--- config.mk ---
export PLATFORM = sky130hd
export DESIGN_NAME = rer_queue
export DESIGN_NICKNAME = d
export VERILOG_FILES = /design/src/hdl/rer_pkg.sv /design/src/hdl/rer_queue.sv
export SDC_FILE = /design/constraint.sdc
export NUM_CORES = 1
export LEC_CHECK = 0
export ABC_AREA = 1
export BUFFER_PORTS_ARGS = -buffer_cell sky130_fd_sc_hd__buf_2
export CORE_MARGIN = 4
export CORE_UTILIZATION = 52
export DETAILED_ROUTE_END_ITERATION = 6
export GPL_ROUTABILITY_DRIVEN = 0
export PLACE_DENSITY = 0.82
export SLEW_MARGIN = 25
export SYNTH_ARGS = -nofsm -noshare
export SYNTH_HDL_FRONTEND = slang
export SYNTH_SLANG_ARGS = --single-unit
--- constraint.sdc ---
create_clock -name clk -period 2.9 [get_ports clk]
set_clock_uncertainty 0.05 [all_clocks]
set_input_delay 0.29 -clock clk [delete_from_list [all_inputs] [get_ports clk]]
set_output_delay 0.29 -clock clk [all_outputs]
set_load 0.005 [all_outputs]
--- src/hdl/rer_pkg.sv ---
package rer_pkg;

  localparam int MAX_HALF      = 128;
  localparam int MAX_POSITIONS = 64;
  localparam int FRAC_BITS     = 14;
  localparam int TABLE_DEPTH   = MAX_POSITIONS * MAX_HALF;
  localparam int ADDR_W        = $clog2(TABLE_DEPTH);
  localparam int HALF_W        = 8;
  localparam int POS_W         = 6;
  localparam int IDX_W         = 7;
  localparam int DATA_W        = 16;
  localparam int QUEUE_DEPTH   = 4;
  localparam int QPTR_W        = $clog2(QUEUE_DEPTH);
  localparam int QCNT_W        = $clog2(QUEUE_DEPTH + 1);

  localparam logic [HALF_W-1:0] HALF_DIM_RESET = HALF_W'(MAX_HALF);

  typedef enum logic {
    MODE_LOAD   = 1'b0,
    MODE_ROTATE = 1'b1
  } mode_t;

  // classified item as it travels from front to back
  typedef struct packed {
    mode_t                     mode;
    logic                      ok;
    logic [ADDR_W-1:0]         addr;
    logic signed [DATA_W-1:0]  first;
    logic signed [DATA_W-1:0]  second;
  } entry_t;

endpackage

--- src/hdl/rer_queue.sv ---
module rer_queue (
  input  logic             clk,
  input  logic             rst,
  input  logic             push,
  input  rer_pkg::entry_t  push_entry,
  output logic             space,
  output logic             head_valid,
  output rer_pkg::entry_t  head_entry,
  input  logic             pop
);
  import rer_pkg::*;

  entry_t            slots [QUEUE_DEPTH];
  logic [QPTR_W-1:0] wr_ptr;
  logic [QPTR_W-1:0] rd_ptr;
  logic [QCNT_W-1:0] count;
  logic              do_push;
  logic              do_pop;

  assign space      = (count != QCNT_W'(QUEUE_DEPTH));
  assign head_valid = (count != '0);
  assign head_entry = slots[rd_ptr];
  assign do_push    = push && space;
  assign do_pop     = pop && head_valid;

  always_ff @(posedge clk) begin
    if (do_push) begin
      slots[wr_ptr] <= push_entry;
    end
  end

  always_ff @(posedge clk) begin
    if (rst) begin
      wr_ptr <= '0;
      rd_ptr <= '0;
      count  <= '0;
    end else begin
      if (do_push) begin
        wr_ptr <= wr_ptr + QPTR_W'(1);
      end
      if (do_pop) begin
        rd_ptr <= rd_ptr + QPTR_W'(1);
      end
      case ({do_push, do_pop})
        2'b10:   count <= count + QCNT_W'(1);
        2'b01:   count <= count - QCNT_W'(1);
        default: count <= count;
      endcase
    end
  end

endmodule

# After elaboration in Yosys (flattened, before gate mapping)
# Memory sizes are Yosys's and may differ from the RTL's. A register that Yosys moved wholly into a read port is not among the register bits.
# Cells that the tools add are included.
[op_classes]
bitwise_logic = 0
n_addsub = 4
eq_ne = 3
n_shift = 0
mul = 0
div_mod_pow = 0
magnitude_cmp = 0
n_reduce_logical = 4
mux = 5
[op_table]
columns = ["cell", "count"]
rows = [
  ["3-bit case mux with 2 select lines", 1],
  ["2-bit by 1-bit adder with 2-bit output (second input constant)", 2],
  ["2-bit 2-to-1 mux", 2],
  ["3-bit by 1-bit adder with 3-bit output (second input constant)", 1],
  ["3-bit != test (second input constant)", 1],
  ["3-bit nonzero test", 1],
  ["3-bit by 1-bit subtractor with 3-bit output (second input constant)", 1],
  ["2-bit by 1-bit == test with 1-bit output (second input constant)", 1],
  ["2-bit == test (second input constant)", 1],
  ["1-bit logical AND", 2],
  ["1-bit 2-to-1 mux", 2],
  ["2-bit nonzero test", 1],
]
[totals]
memories = 1
ramBits = 188
output_inout_bits = 49
regBits = 7
wordCells = 20
rom_bits = 0
latch_bits = 0
[mem_list]
columns = ["memory", "depth", "width", "read_ports", "rd_clocked_by_memory_dff", "write_ports", "line", "rtl"]
rows = [
  ["slots", 4, 47, 1, 1, 1, "rer_queue.sv:13", "entry_t slots [QUEUE_DEPTH];"],
]

# Longest topological paths before layout
[logic_depth]
word_depth = 4
mapped_depth = 13
mapped_depth_nobuf = 13

# Least setup slack after synthesis
# OpenSTA, ideal clock, no wires.
[synth_path]
path_kind = "reg2reg"
from = "register count[1]"
to = "memory slots[0][0] in the netlist's numbering (enable)"
slack_ps = -238
stages_incl_launch_ff = 5
setup_time_ps = 452
path_buffers = 0
t_arrival_ps = 2636
path_cell_list = "dfxtp_1 -> nor2_1 -> nand2_1 -> nand2_1 -> nor2_1"
[synth_via]
elab_chain_cells = 4
[synth_rtl]
columns = ["item", "line", "rtl"]
rows = [
  ["from (decl)", "rer_queue.sv:16", "logic [QCNT_W-1:0] count;"],
  ["from (signal assigned)", "rer_queue.sv:45", "2'b10: count <= count + QCNT_W'(1);"],
  ["from (signal assigned)", "rer_queue.sv:46", "2'b01: count <= count - QCNT_W'(1);"],
  ["from (signal assigned)", "rer_queue.sv:47", "default: count <= count;"],
  ["3-bit != test", "rer_queue.sv:20", "assign space = (count != QCNT_W'(QUEUE_DEPTH));"],
  ["via space", "rer_queue.sv:6", "output logic space,"],
  ["1-bit logical AND", "rer_queue.sv:23", "assign do_push = push && space;"],
  ["1-bit 2-to-1 mux", "rer_queue.sv:27", "if (do_push) begin"],
  ["1-bit 2-to-1 mux (not written as such)", "rer_queue.sv:28", "slots[wr_ptr] <= push_entry;"],
  ["to (decl)", "rer_queue.sv:13", ""],
]
# The timed path passes the listed nets, and every way through them passes these cells.

==> summary.txt <==
POWER AND IR DROP
------------------------------------------------------------------------------------------
Relative contribution of the clock network to total power ...................        30.0%
Combinational Power Share ...................................................        24.3%
Highest ir drop seen on vdd .................................................    0.5154 mV
Int Pwr .....................................................................      5406 µW
Switching share of total power ..............................................       28.56%
Net load switching power ....................................................      2161 µW
Reg power frac ..............................................................        45.7%
Leakage power ...............................................................  0.003158 µW
P per Cell Area ............................................................. 830.4 mW/mm²

SYNTH
------------------------------------------------------------------------------------------
Number of synthesized flops with an enable pin ..............................          188
Yosys warning total .........................................................            0
Post-synth ARST share .......................................................           0%
Leading cell types by total area after synthesis ............................ edfxtp_1, o21ai_0, o22ai_2
Unique masters post-synth ...................................................           21
Area share of the leading cell type in the synthesized netlist ..............       71.87%
Cell with the most instances after synthesis ................................     edfxtp_1
Cell count after synthesis ..................................................          523
Cell accounting for the most synthesized area ...............................     edfxtp_1
Area of the mapped netlist .................................................. 0.007855 mm²
Commonest cells post-synth .................................................. edfxtp_1, o21ai_0, nor2_1
Syn avg cell area ...........................................................    15.02 µm²
Total of flip-flops plus latches after synthesis ............................          197
Most used flip-flop cell after synthesis ....................................     edfxtp_1
Syn Nets ....................................................................          580
Sequential share of the synthesized area ....................................       74.16%

GLOBAL ROUTING
------------------------------------------------------------------------------------------
Total routing usage reported by global routing ..............................       18.44%
Fraction of met2 tracks used by global routing ..............................       31.52%
Total congestion overflow ...................................................            0
Number of global-route vias before repair ...................................         4725
Global-route wire length before repair ......................................     23.65 mm
Met3 Use GR .................................................................       4.756%
Layer with the highest usage ................................................         met2
Pin count of the biggest net entering global routing ........................           95
Antenna violations before repair ............................................            0
Met1 Track Usage GR .........................................................       22.03%

LAYOUT
------------------------------------------------------------------------------------------
Filler Cell Count ...........................................................         1060
Relative area change from synthesis to final layout .........................       16.02%
Final std cell area, no fill ................................................ 0.009114 mm²
Total number of nets in the final design ....................................          678
Antenna cell count ..........................................................            0
Share of layout cells above drive strength 1 ................................       31.80%

CLOCKING
------------------------------------------------------------------------------------------
Clock latency on the worst-skew pair ........................................      0.42 ns
Number of CTS-inserted buffers ..............................................           17
Number of sinks handled by clock tree synthesis .............................          197
Cells resized by post-CTS repair ............................................            0
CTS Hold Buffers Added ......................................................            0
TritonCTS clock tree ........................................................          yes
Clock root buffer master ....................................................    clkbuf_16
Clock edge transition at the registers on the reported setup and hold paths .      0.07 ns
Number of H-tree levels .....................................................            4
Maximum root-to-sink buffer count ...........................................            2
Number of setup buffers added after CTS .....................................            0

CRITICAL PATH
------------------------------------------------------------------------------------------
Data arrival time at the worst-slack endpoint ...............................      2.15 ns
Worst endpoint required time ................................................      2.56 ns
Critical Setup Path Class ................................................... flop to output pin
Maximum fanout count along the critical path ................................           94
FF-to-FF path depth .........................................................           12
Critical path launch point type .............................................         flop
Capturing element type of the critical path .................................   output pin

TIMING
------------------------------------------------------------------------------------------
Number of endpoints with negative hold slack in the final report ............            0
Setup total negative slack ..................................................         0 ns
Final critical path time including I/O delays and setup .....................     2.491 ns
Transition time of the tightest slew-check pin ..............................    0.9143 ns
Worst-case headroom to the max-slew limit ...................................       39.04%
Number of setup violations in the final report ..............................            0
Setup repair after global routing missed its margin .........................           no
Share of the clock period used by the worst path ............................       85.89%
Count of pins over their slew limit .........................................            0
Max Fclk ....................................................................    401.5 MHz
Post-route setup slack ......................................................    0.4093 ns

FLOORPLAN
------------------------------------------------------------------------------------------
Area inside the core boundary ...............................................  0.01464 mm²
Height of the chip ..........................................................     130.9 µm
Num ports ...................................................................          100
Die area ....................................................................  0.01714 mm²
Number of core rows .........................................................           44
Die boundary width ..........................................................     130.9 µm
Initial core utilization ....................................................       53.64%

DRT
------------------------------------------------------------------------------------------
Per-cell routed wire length .................................................     18.59 µm
Total vias in the final route ...............................................         4541
Post-detailed-route DRC marker count ........................................            0
Number of vias per cell .....................................................        5.565
Remaining number of nets flagged by the antenna check after routing .........            0
First-pass iteration count of the detailed router ...........................            5
Number of DRC markers after the initial detailed-route iteration ............          342
Overall routed net length ...................................................     15.17 mm

HOLD PATH
------------------------------------------------------------------------------------------
Number of stages on the worst hold path .....................................            2
Tightest Hold Check Type .................................................... primary input to flop

RUN STATUS
------------------------------------------------------------------------------------------
Result of the run ...........................................................    completed

PLACE
------------------------------------------------------------------------------------------
Post-DP Area ................................................................ 0.008543 mm²
IO buf count ................................................................           99
Placed wire-length estimate .................................................     8.857 mm
Placement Setup Slack .......................................................    0.5987 ns

FLOW RUN
------------------------------------------------------------------------------------------
Count of max-cap constraint violations ......................................            0

critical path, cell delays in order (launching register included):
cell and delay (ns):
dfxtp_4 0.36, buf_4 0.64, o21ai_0 0.24, o22ai_1 0.24
buf_2 0.15
layout make-up:
class	count	area, µm²	share of cell area [%]
multi-input combinational	278	1767	19.38
clock inverter	10	133.9	1.469
inverter	18	70.07	0.7688
sequential	197	5831	63.98
clock buffer	20	436.7	4.791
timing repair buffer	109	645.6	7.084
tap	184	230.2	2.526
flip-flops by register name, summed over array words and instances (netlist names), named ones only:
name / flops
wr_ptr: 2
rd_ptr: 2
count: 3
slots: 188
layout by cell type (no fill, tap or decap), types with 2 or more instances in the layout:
cell,synthesis,routed
edfxtp_1,188,188
buf_2,12,99
o21ai_0,83,83
nor2_1,77,73
nor2_4,27,31
o22ai_2,27,27
o22ai_1,20,20
clkbuf_16,0,17
inv_1,16,16
nand2_1,15,15
o21ai_1,10,10
dfxtp_1,9,7
buf_12,4,6
a21oi_1,5,5
nand3_1,5,5
ha_1,5,5
clkinv_2,0,4
buf_4,0,4
o21ai_2,3,3
bufinv_16,0,3
clkbuf_1,10,3
clkinvlp_4,0,2
worst paths after layout:
check                           startpoint              to  slack [ns]
worst max-delay path                  flop  head_entry[28]        0.41
worst min-delay path                   rst       wr_ptr[1]        0.01
worst max register to register    count[1]        count[2]        0.55
worst min register to register   wr_ptr[1]       wr_ptr[1]        0.46
metrics by stage:
stage | power, µW | cells | util, % | hold WS (ns)
3_5_place_dp | 5370 | 786 | 58.34 | 0.4473
4_1_cts | 7621 | 816 | 62.24 | 0.005804
6_report | 7568 | 816 | 62.24 | 0.01306
3_3_place_gp | 5270 | 786 | 58.34 | 0.4196
2_1_floorplan | 4739 | 523 | - | 0.3091
5_1_grt | 7926 | 816 | 62.24 | 0.001478
kinds of logic after synthesis:
group / after synthesis / synth area share, %
simple gates: 124 / 8.585
flops: 197 / 74.16
fa+ha+maj: 6 / 1.051
buf+inv: 48 / 3.727
compound gates: 148 / 12.47
power by group through the flow:
stage	clock network, µW	registers (µW)	logic (µW)
after CTS	2300	3460	1860
after global routing	2410	3480	2040
after detailed placement	0	3520	1850
after floorplan	0	3510	1230
after global placement	0	3500	1770
final	2270	3460	1840
metal layers:
layer	up-vias	share of wire, %
met2	138	53
met3	27	5.7
met1	2244	39
met5	-	0
li1	2132	-
met4	0	2.1
No activity file was read; power rests on OpenSTA's default activity.
