[src/hdl/rer_pkg.sv]
package rer_pkg;

  localparam int MAX_HALF      = 128;
  localparam int MAX_POSITIONS = 64;
  localparam int FRAC_BITS     = 14;
  localparam int TABLE_DEPTH   = MAX_POSITIONS * MAX_HALF;
  localparam int ADDR_W        = $clog2(TABLE_DEPTH);
  localparam int HALF_W        = 8;
  localparam int POS_W         = 6;
  localparam int IDX_W         = 7;
  localparam int DATA_W        = 16;
  localparam int QUEUE_DEPTH   = 4;
  localparam int QPTR_W        = $clog2(QUEUE_DEPTH);
  localparam int QCNT_W        = $clog2(QUEUE_DEPTH + 1);

  localparam logic [HALF_W-1:0] HALF_DIM_RESET = HALF_W'(MAX_HALF);

  typedef enum logic {
    MODE_LOAD   = 1'b0,
    MODE_ROTATE = 1'b1
  } mode_t;

  // classified item as it travels from front to back
  typedef struct packed {
    mode_t                     mode;
    logic                      ok;
    logic [ADDR_W-1:0]         addr;
    logic signed [DATA_W-1:0]  first;
    logic signed [DATA_W-1:0]  second;
  } entry_t;

endpackage

[src/hdl/rer_if.sv]
interface rer_in_if;
  logic               valid;
  logic               ready;
  logic               mode;
  logic [5:0]         position;
  logic [6:0]         element_index;
  logic signed [15:0] first_value;
  logic signed [15:0] second_value;

  modport source (output valid, mode, position, element_index, first_value, second_value,
                  input ready);
  modport sink   (input valid, mode, position, element_index, first_value, second_value,
                  output ready);
endinterface


[src/hdl/rer_front.sv]
module rer_front (
  input  logic                        clk,
  input  logic                        rst,
  input  logic                        cfg_write_enable,
  input  logic [rer_pkg::HALF_W-1:0]  cfg_write_data,
  rer_in_if.sink                      item,
  input  logic                        queue_space,
  output logic                        push,
  output rer_pkg::entry_t             push_entry
);
  import rer_pkg::*;

  logic [HALF_W-1:0]       half_dim;
  logic [POS_W+HALF_W-1:0] row_base;
  logic [POS_W+HALF_W-1:0] addr_full;
  logic                    ok;

  always_ff @(posedge clk) begin
    if (rst) begin
      half_dim <= HALF_DIM_RESET;
    end else if (cfg_write_enable) begin
      half_dim <= cfg_write_data;
    end
  end

  always_comb begin
    row_base  = (POS_W+HALF_W)'(item.position) * (POS_W+HALF_W)'(half_dim);
    addr_full = row_base + (POS_W+HALF_W)'(item.element_index);
    // position is always below the row count at these widths
    ok = (half_dim != '0) && ({1'b0, half_dim} <= (HALF_W+1)'(MAX_HALF)) &&
         ((HALF_W)'(item.element_index) < half_dim) &&
         (addr_full < (POS_W+HALF_W)'(TABLE_DEPTH));
  end

  assign item.ready = queue_space;
  assign push       = item.valid && queue_space;

  always_comb begin
    push_entry.mode   = mode_t'(item.mode);
    push_entry.ok     = ok;
    push_entry.addr   = addr_full[ADDR_W-1:0];
    push_entry.first  = item.first_value;
    push_entry.second = item.second_value;
  end

endmodule

[src/flat_wrapper.sv]
// flat-port wrapper written by rule: the top's interface ports become plain ports
module rer_front_flat import rer_pkg::*;
  (clk, rst, cfg_write_enable, cfg_write_data, queue_space, push, push_entry, item_valid, item_mode, item_position, item_element_index, item_first_value, item_second_value, item_ready);
  rer_in_if item_i ();
  input  logic clk;
  input  logic rst;
  input  logic cfg_write_enable;
  input  logic [rer_pkg::HALF_W-1:0] cfg_write_data;
  input  logic queue_space;
  output logic push;
  output rer_pkg::entry_t push_entry;
  input wire logic [$bits(item_i.valid)-1:0] item_valid;
  input wire logic [$bits(item_i.mode)-1:0] item_mode;
  input wire logic [$bits(item_i.position)-1:0] item_position;
  input wire logic [$bits(item_i.element_index)-1:0] item_element_index;
  input wire logic [$bits(item_i.first_value)-1:0] item_first_value;
  input wire logic [$bits(item_i.second_value)-1:0] item_second_value;
  output wire logic [$bits(item_i.ready)-1:0] item_ready;
  assign item_i.valid = item_valid;
  assign item_i.mode = item_mode;
  assign item_i.position = item_position;
  assign item_i.element_index = item_element_index;
  assign item_i.first_value = item_first_value;
  assign item_i.second_value = item_second_value;
  assign item_ready = item_i.ready;
  rer_front u_core (.clk(clk), .rst(rst), .cfg_write_enable(cfg_write_enable), .cfg_write_data(cfg_write_data), .item(item_i), .queue_space(queue_space), .push(push), .push_entry(push_entry));
endmodule
[config.mk]
export PLATFORM = sky130hd
export DESIGN_NAME = rer_front_flat
export DESIGN_NICKNAME = d
export VERILOG_FILES = /design/src/hdl/rer_pkg.sv /design/src/hdl/rer_if.sv /design/src/hdl/rer_front.sv /design/src/flat_wrapper.sv
export SDC_FILE = /design/constraint.sdc
export NUM_CORES = 1
export LEC_CHECK = 0
export ABC_CLOCK_PERIOD_IN_PS = 6700
export BUFFER_PORTS_ARGS = -buffer_cell sky130_fd_sc_hd__buf_2
export CORE_ASPECT_RATIO = 1.2
export CORE_MARGIN = 4
export CORE_UTILIZATION = 25
export CTS_CLUSTER_DIAMETER = 40
export DETAILED_ROUTE_END_ITERATION = 7
export PLACE_DENSITY = 0.57
export SYNTH_ARGS = -nofsm -noshare
export SYNTH_HDL_FRONTEND = slang
export SYNTH_SLANG_ARGS = --single-unit
[constraint.sdc]
create_clock -name clk -period 6.7 [get_ports clk]
set_clock_uncertainty 0.2 [all_clocks]
set_input_delay 1.34 -clock clk [delete_from_list [all_inputs] [get_ports clk]]
set_output_delay 1.34 -clock clk [all_outputs]
set_load 0.05 [all_outputs]
# --- Yosys cells after proc, flatten, opt, wreduce, memory -nomap -nowiden ---
# Index checks and enable logic that the tools add are counted.
totals:
  wordCells: 11
  out_inout_bits: 49
  register_bits: 8
op_classes:
  mul: 1
  n_reduce_logical: 5
  addsub: 1
  n_lt_le_gt_ge: 3
ops:
  columns: ["cell", "n"]
  rows:
  - ["14-bit by 7-bit adder with 14-bit output", 1]
  - ["14-bit less-than comparator (second input constant)", 1]
  - ["6-bit by 8-bit multiplier with 14-bit output", 1]
  - ["8-bit less-or-equal comparator (second input constant)", 1]
  - ["7-bit by 8-bit less-than comparator with 1-bit output", 1]
  - ["8-bit nonzero test", 1]
  - ["1-bit logical AND", 4]

# --- Longest topological paths before layout ---
logic_depth:
  word_depth: 4
  mapped_depth: 16

# --- Least setup slack after synthesis ---
# Ideal clock, no wire load.
synth_path:
  path_type: "input -> output"
  from: "input port item_position[2]"
  to: "output port push_entry[44] (netlist bit)"
  required_ps: 5160
  arrival_time_ps: 5388
  n_path_buf: 0
  slack_ps: -228
  stages: 15
  cell_sequence: "and2_1 -> fa_1 -> inv_1 -> fa_1 -> inv_1 -> fa_1 -> inv_1 -> fa_1 -> inv_1 -> ha_1 -> nand3_1 -> a2bb2oi_2 -> a21oi_2 -> o31ai_2 -> xnor2_1"
synth_rtl:
  columns: ["item", "line", "text"]
  rows:
  - ["start, declared", "flat_wrapper.sv:14", "input wire logic [$bits(item_i.position)-1:0] item_position;"]
  - ["end, declared", "flat_wrapper.sv:11", "output rer_pkg::entry_t push_entry;"]

==> impl.org <==
** Power
- Switching Power :: 0.000358 W
- Worst IR Drop VDD :: 0.0930 mV
- Summing internal, switching and leakage power gives 0.000720 W.
- Static Leakage :: 1.58 nW
- Of the total power, registers draw 0.082.
- Of the total power, the share spent switching nets is 0.497.
- Power density normalized to cell area :: 236 nW/µm²
- Of the total power, combinational logic draws 0.782.
- Total internal power :: 0.000362 W
- Of the total power, the clock network draws 0.136.

** Synthesis
- The synthesized design contains 0 enable-type register cells.
- During synthesis, Yosys emitted a total of 0 warnings.
- Leading register cell type out of synthesis :: sky130_fd_sc_hd__dfxtp_1
- The mapped netlist covers 2510 µm².
- Post-synthesis register bit count :: 8
- Share of async-settable or async-resettable flops after synthesis :: 0
- Post-synthesis area per instance :: 8.86 µm²
- Synthesis handed over a netlist of 283 instances.
- When the netlist entered floorplanning its net count stood at 410.
- Number of different library cells in the post-synthesis netlist :: 38
- Sequential cell area fraction in the yosys report :: 0.0639

** Timing
- Fmax :: 151 MHz
- Setup violations remaining at the end of the flow were counted as 0.
- Final Hold Viols :: 0
- Ratio of final minimum period to clock period :: 0.991
- Setup TNS :: 0 ns
- Tightest Pin Transition :: 0.377 ns
- Final min period :: 6.64 ns
- Setup repair after global routing could not meet its margin everywhere.
- The final number of max-transition violations came to 0.
- Slew headroom :: 0.748

** Routing
- Antenna-violating nets left :: 0
- Total wirelength of the detailed-routed design :: 5830 µm
- The pre-antenna-repair detailed-routing pass consisted of 4 iterations.
- The first routing iteration left 68 violations.
- The routed layout has 1,966 vias.
- Routed wire length per instance :: 13.4 µm
- DRC Markers :: 0
- Drt via density :: 4.53

** Place
- Post-DP HPWL :: 4960 µm
- Routability congestion estimate from global placement :: 0.818
- Port buffering added 41 buffers.

** Die
- In this run the core area contains 39 standard-cell rows.
- Total core area :: 9660 µm²
- Die Span Y :: 118 µm
- The die covers 11,700 µm².
- Horizontal die dimension :: 99.4 µm
- The initial utilization of the core area, before any placement, comes to 0.260.
- I/O pin count :: 108

** Clocking
- Counting the buffers created by CTS gives 3.
- Number of buffers on the longest clock path :: 2
- Post-CTS clock slew at the launch and capture registers of the worst setup and hold paths :: 0.04 ns
- Clock tree synthesis selected as its root buffer the cell sky130_fd_sc_hd__clkbuf_16.
- TritonCTS built the clock tree.
- H-tree levels :: 1
- Hold buffers post-CTS :: 0
- For the worst-skew pair, the clock arrives at the later sink with an insertion delay of 0.23 ns.
- The clock drives 8 sinks.

** Setup path
- STA puts the critical path data arrival time at 5.10 ns.
- Critical path startpoint category :: input port
- CP max FO :: 3
- The critical path is of the in -> out type.
- STA classifies the critical path endpoint as a primary output.
- STA puts the critical path data required time at 5.16 ns.

** Layout
- Relative to the synthesized area, the layout overhead comes to 21.8%.
- At the end of the flow the core is filled with cells to 0.316.
- In the final layout, the registers with the most flip-flops are u_core.half_dim: 8 flops.
- Flip-flop count of the largest register, all copies and words added :: 8
- Final antenna diode count :: 0
- Ratio of cells with drive above 1 in the final layout :: 0.328
- Net count of the finished layout :: 440
- Most used cells in the layout excluding fill and tap cells :: sky130_fd_sc_hd__and2_1, sky130_fd_sc_hd__ha_1, sky130_fd_sc_hd__buf_2
- The library cell used most frequently in the layout, excluding fill and tap cells, is sky130_fd_sc_hd__and2_1.
- Register with the most flip-flops :: u_core.half_dim

** Global route
- Global-route wire length before repair :: 10,100 µm
- Vias in the first global route :: 2,142
- Maximum number of pins on one net before global-route repair :: 11
- Initial antenna violation count :: 0
- Across every metal layer, demand over resource in global routing totals 0.102.
- Global routing finished with a remaining overflow of 0.

** Outcome
- Result of the run :: finished clean

** Hold path
- Type of the worst min-delay path :: reg -> reg

** Flow run
- Number of maximum-capacitance constraint violations :: 0
through the flow:
stage	area (µm²)	hold slack, ns	instances	setup slack [ns]
2_1_floorplan	2560	0.348	283	0.0824
3_3_place_gp	2780	0.434	427	-0.235
3_5_place_dp	2780	0.445	427	-0.297
4_1_cts	2950	0.464	433	-0.0263
5_1_grt	3050	0.509	434	-0.0652
6_report	3050	0.453	434	0.0620
cells by family (layout without fill, tap and decap cells):
family,Yosys count,after routing,synth area share
compound gates,40,40,0.114
mux,7,7,0.0279
flops,8,8,0.0639
simple gates,77,77,0.168
fa+ha+maj,68,68,0.426
buf+inv,72,100,0.161
xor+xnor,11,11,0.0384
power groups by stage:
| stage | Combinational [W] | Clock [W] | Sequential (W) |
|---|---|---|---|
| 6_report | 0.000563 | 0.0000982 | 0.0000587 |
| 5_1_grt | 0.000609 | 0.000103 | 0.0000597 |
| 4_1_cts | 0.000528 | 0.000100 | 0.0000587 |
| 3_3_place_gp | 0.000486 | 0 | 0.0000593 |
| 2_1_floorplan | 0.000415 | 0 | 0.0000553 |
| 3_5_place_dp | 0.000490 | 0 | 0.0000593 |
layout make-up:
cell class | instances | area, µm²
Fill cell | 1044 | 6610
Multi-Input combinational cell | 203 | 2120
Clock buffer | 3 | 75.1
Timing Repair Buffer | 63 | 418
Inverter | 34 | 128
Tap cell | 123 | 154
Sequential cell | 8 | 160
cell usage after synthesis (2+ instances only):
library cell	number	share of area
sky130_fd_sc_hd__buf_2	2	0.0040
sky130_fd_sc_hd__and2_1	40	0.10
sky130_fd_sc_hd__a21oi_1	11	0.022
sky130_fd_sc_hd__inv_1	34	0.051
sky130_fd_sc_hd__o21ai_0	8	0.016
sky130_fd_sc_hd__nand3_1	2	0.0040
sky130_fd_sc_hd__xnor2_1	9	0.031
sky130_fd_sc_hd__o211ai_1	2	0.0060
sky130_fd_sc_hd__fa_1	29	0.23
sky130_fd_sc_hd__a21o_1	4	0.012
sky130_fd_sc_hd__ha_1	39	0.19
sky130_fd_sc_hd__a21oi_2	2	0.0070
sky130_fd_sc_hd__dfxtp_1	8	0.064
sky130_fd_sc_hd__buf_4	35	0.10
sky130_fd_sc_hd__mux2i_1	7	0.028
sky130_fd_sc_hd__nand2_1	13	0.019
sky130_fd_sc_hd__xor2_1	2	0.0070
sky130_fd_sc_hd__nor2_1	12	0.018
sky130_fd_sc_hd__nor3_1	4	0.0080
sky130_fd_sc_hd__nor2b_1	2	0.0050
repair_timing:
action,in CTS,in global routing
pin swaps,14,18
gates resized for setup,20,28
buffers inserted,3,1
hold endpoints to repair,0,0
setup endpoints to repair,8,7
critical path, stage by stage:
cell	delay, ns
sky130_fd_sc_hd__buf_8	0.10
sky130_fd_sc_hd__buf_6	0.11
sky130_fd_sc_hd__and2_4	0.15
sky130_fd_sc_hd__fa_1	0.48
sky130_fd_sc_hd__fa_1	0.51
sky130_fd_sc_hd__fa_1	0.54
sky130_fd_sc_hd__inv_2	0.05
sky130_fd_sc_hd__fa_1	0.49
sky130_fd_sc_hd__inv_2	0.05
sky130_fd_sc_hd__ha_4	0.23
sky130_fd_sc_hd__nor4_4	0.26
sky130_fd_sc_hd__a21oi_2	0.07
sky130_fd_sc_hd__a31o_1	0.19
sky130_fd_sc_hd__a21oi_2	0.19
sky130_fd_sc_hd__xnor2_2	0.15
sky130_fd_sc_hd__buf_6	0.19
routing by layer:
| metal | vias up | global-route usage | part of all wire |
|---|---|---|---|
| met1 | 961 | 0.118 | 0.39 |
| met5 | - | 0 | 0 |
| li1 | 953 | - | - |
| met2 | 40 | 0.191 | 0.56 |
| met3 | 12 | 0.0136 | 0.033 |
| met4 | 0 | 0.0307 | 0.020 |
final timing paths:
path,startpoint,to,slack (ns),depth (start not counted)
worst max-delay path,item_position[0],push_entry[43],0.06,16
worst min-delay path,u_core.half_dim[3],u_core.half_dim[3],0.45,2
worst max register to register,u_core.half_dim[7],u_core.half_dim[7],5.59,2
worst min register to register,u_core.half_dim[3],u_core.half_dim[3],0.45,2
(Power assumes the default switching activity.)
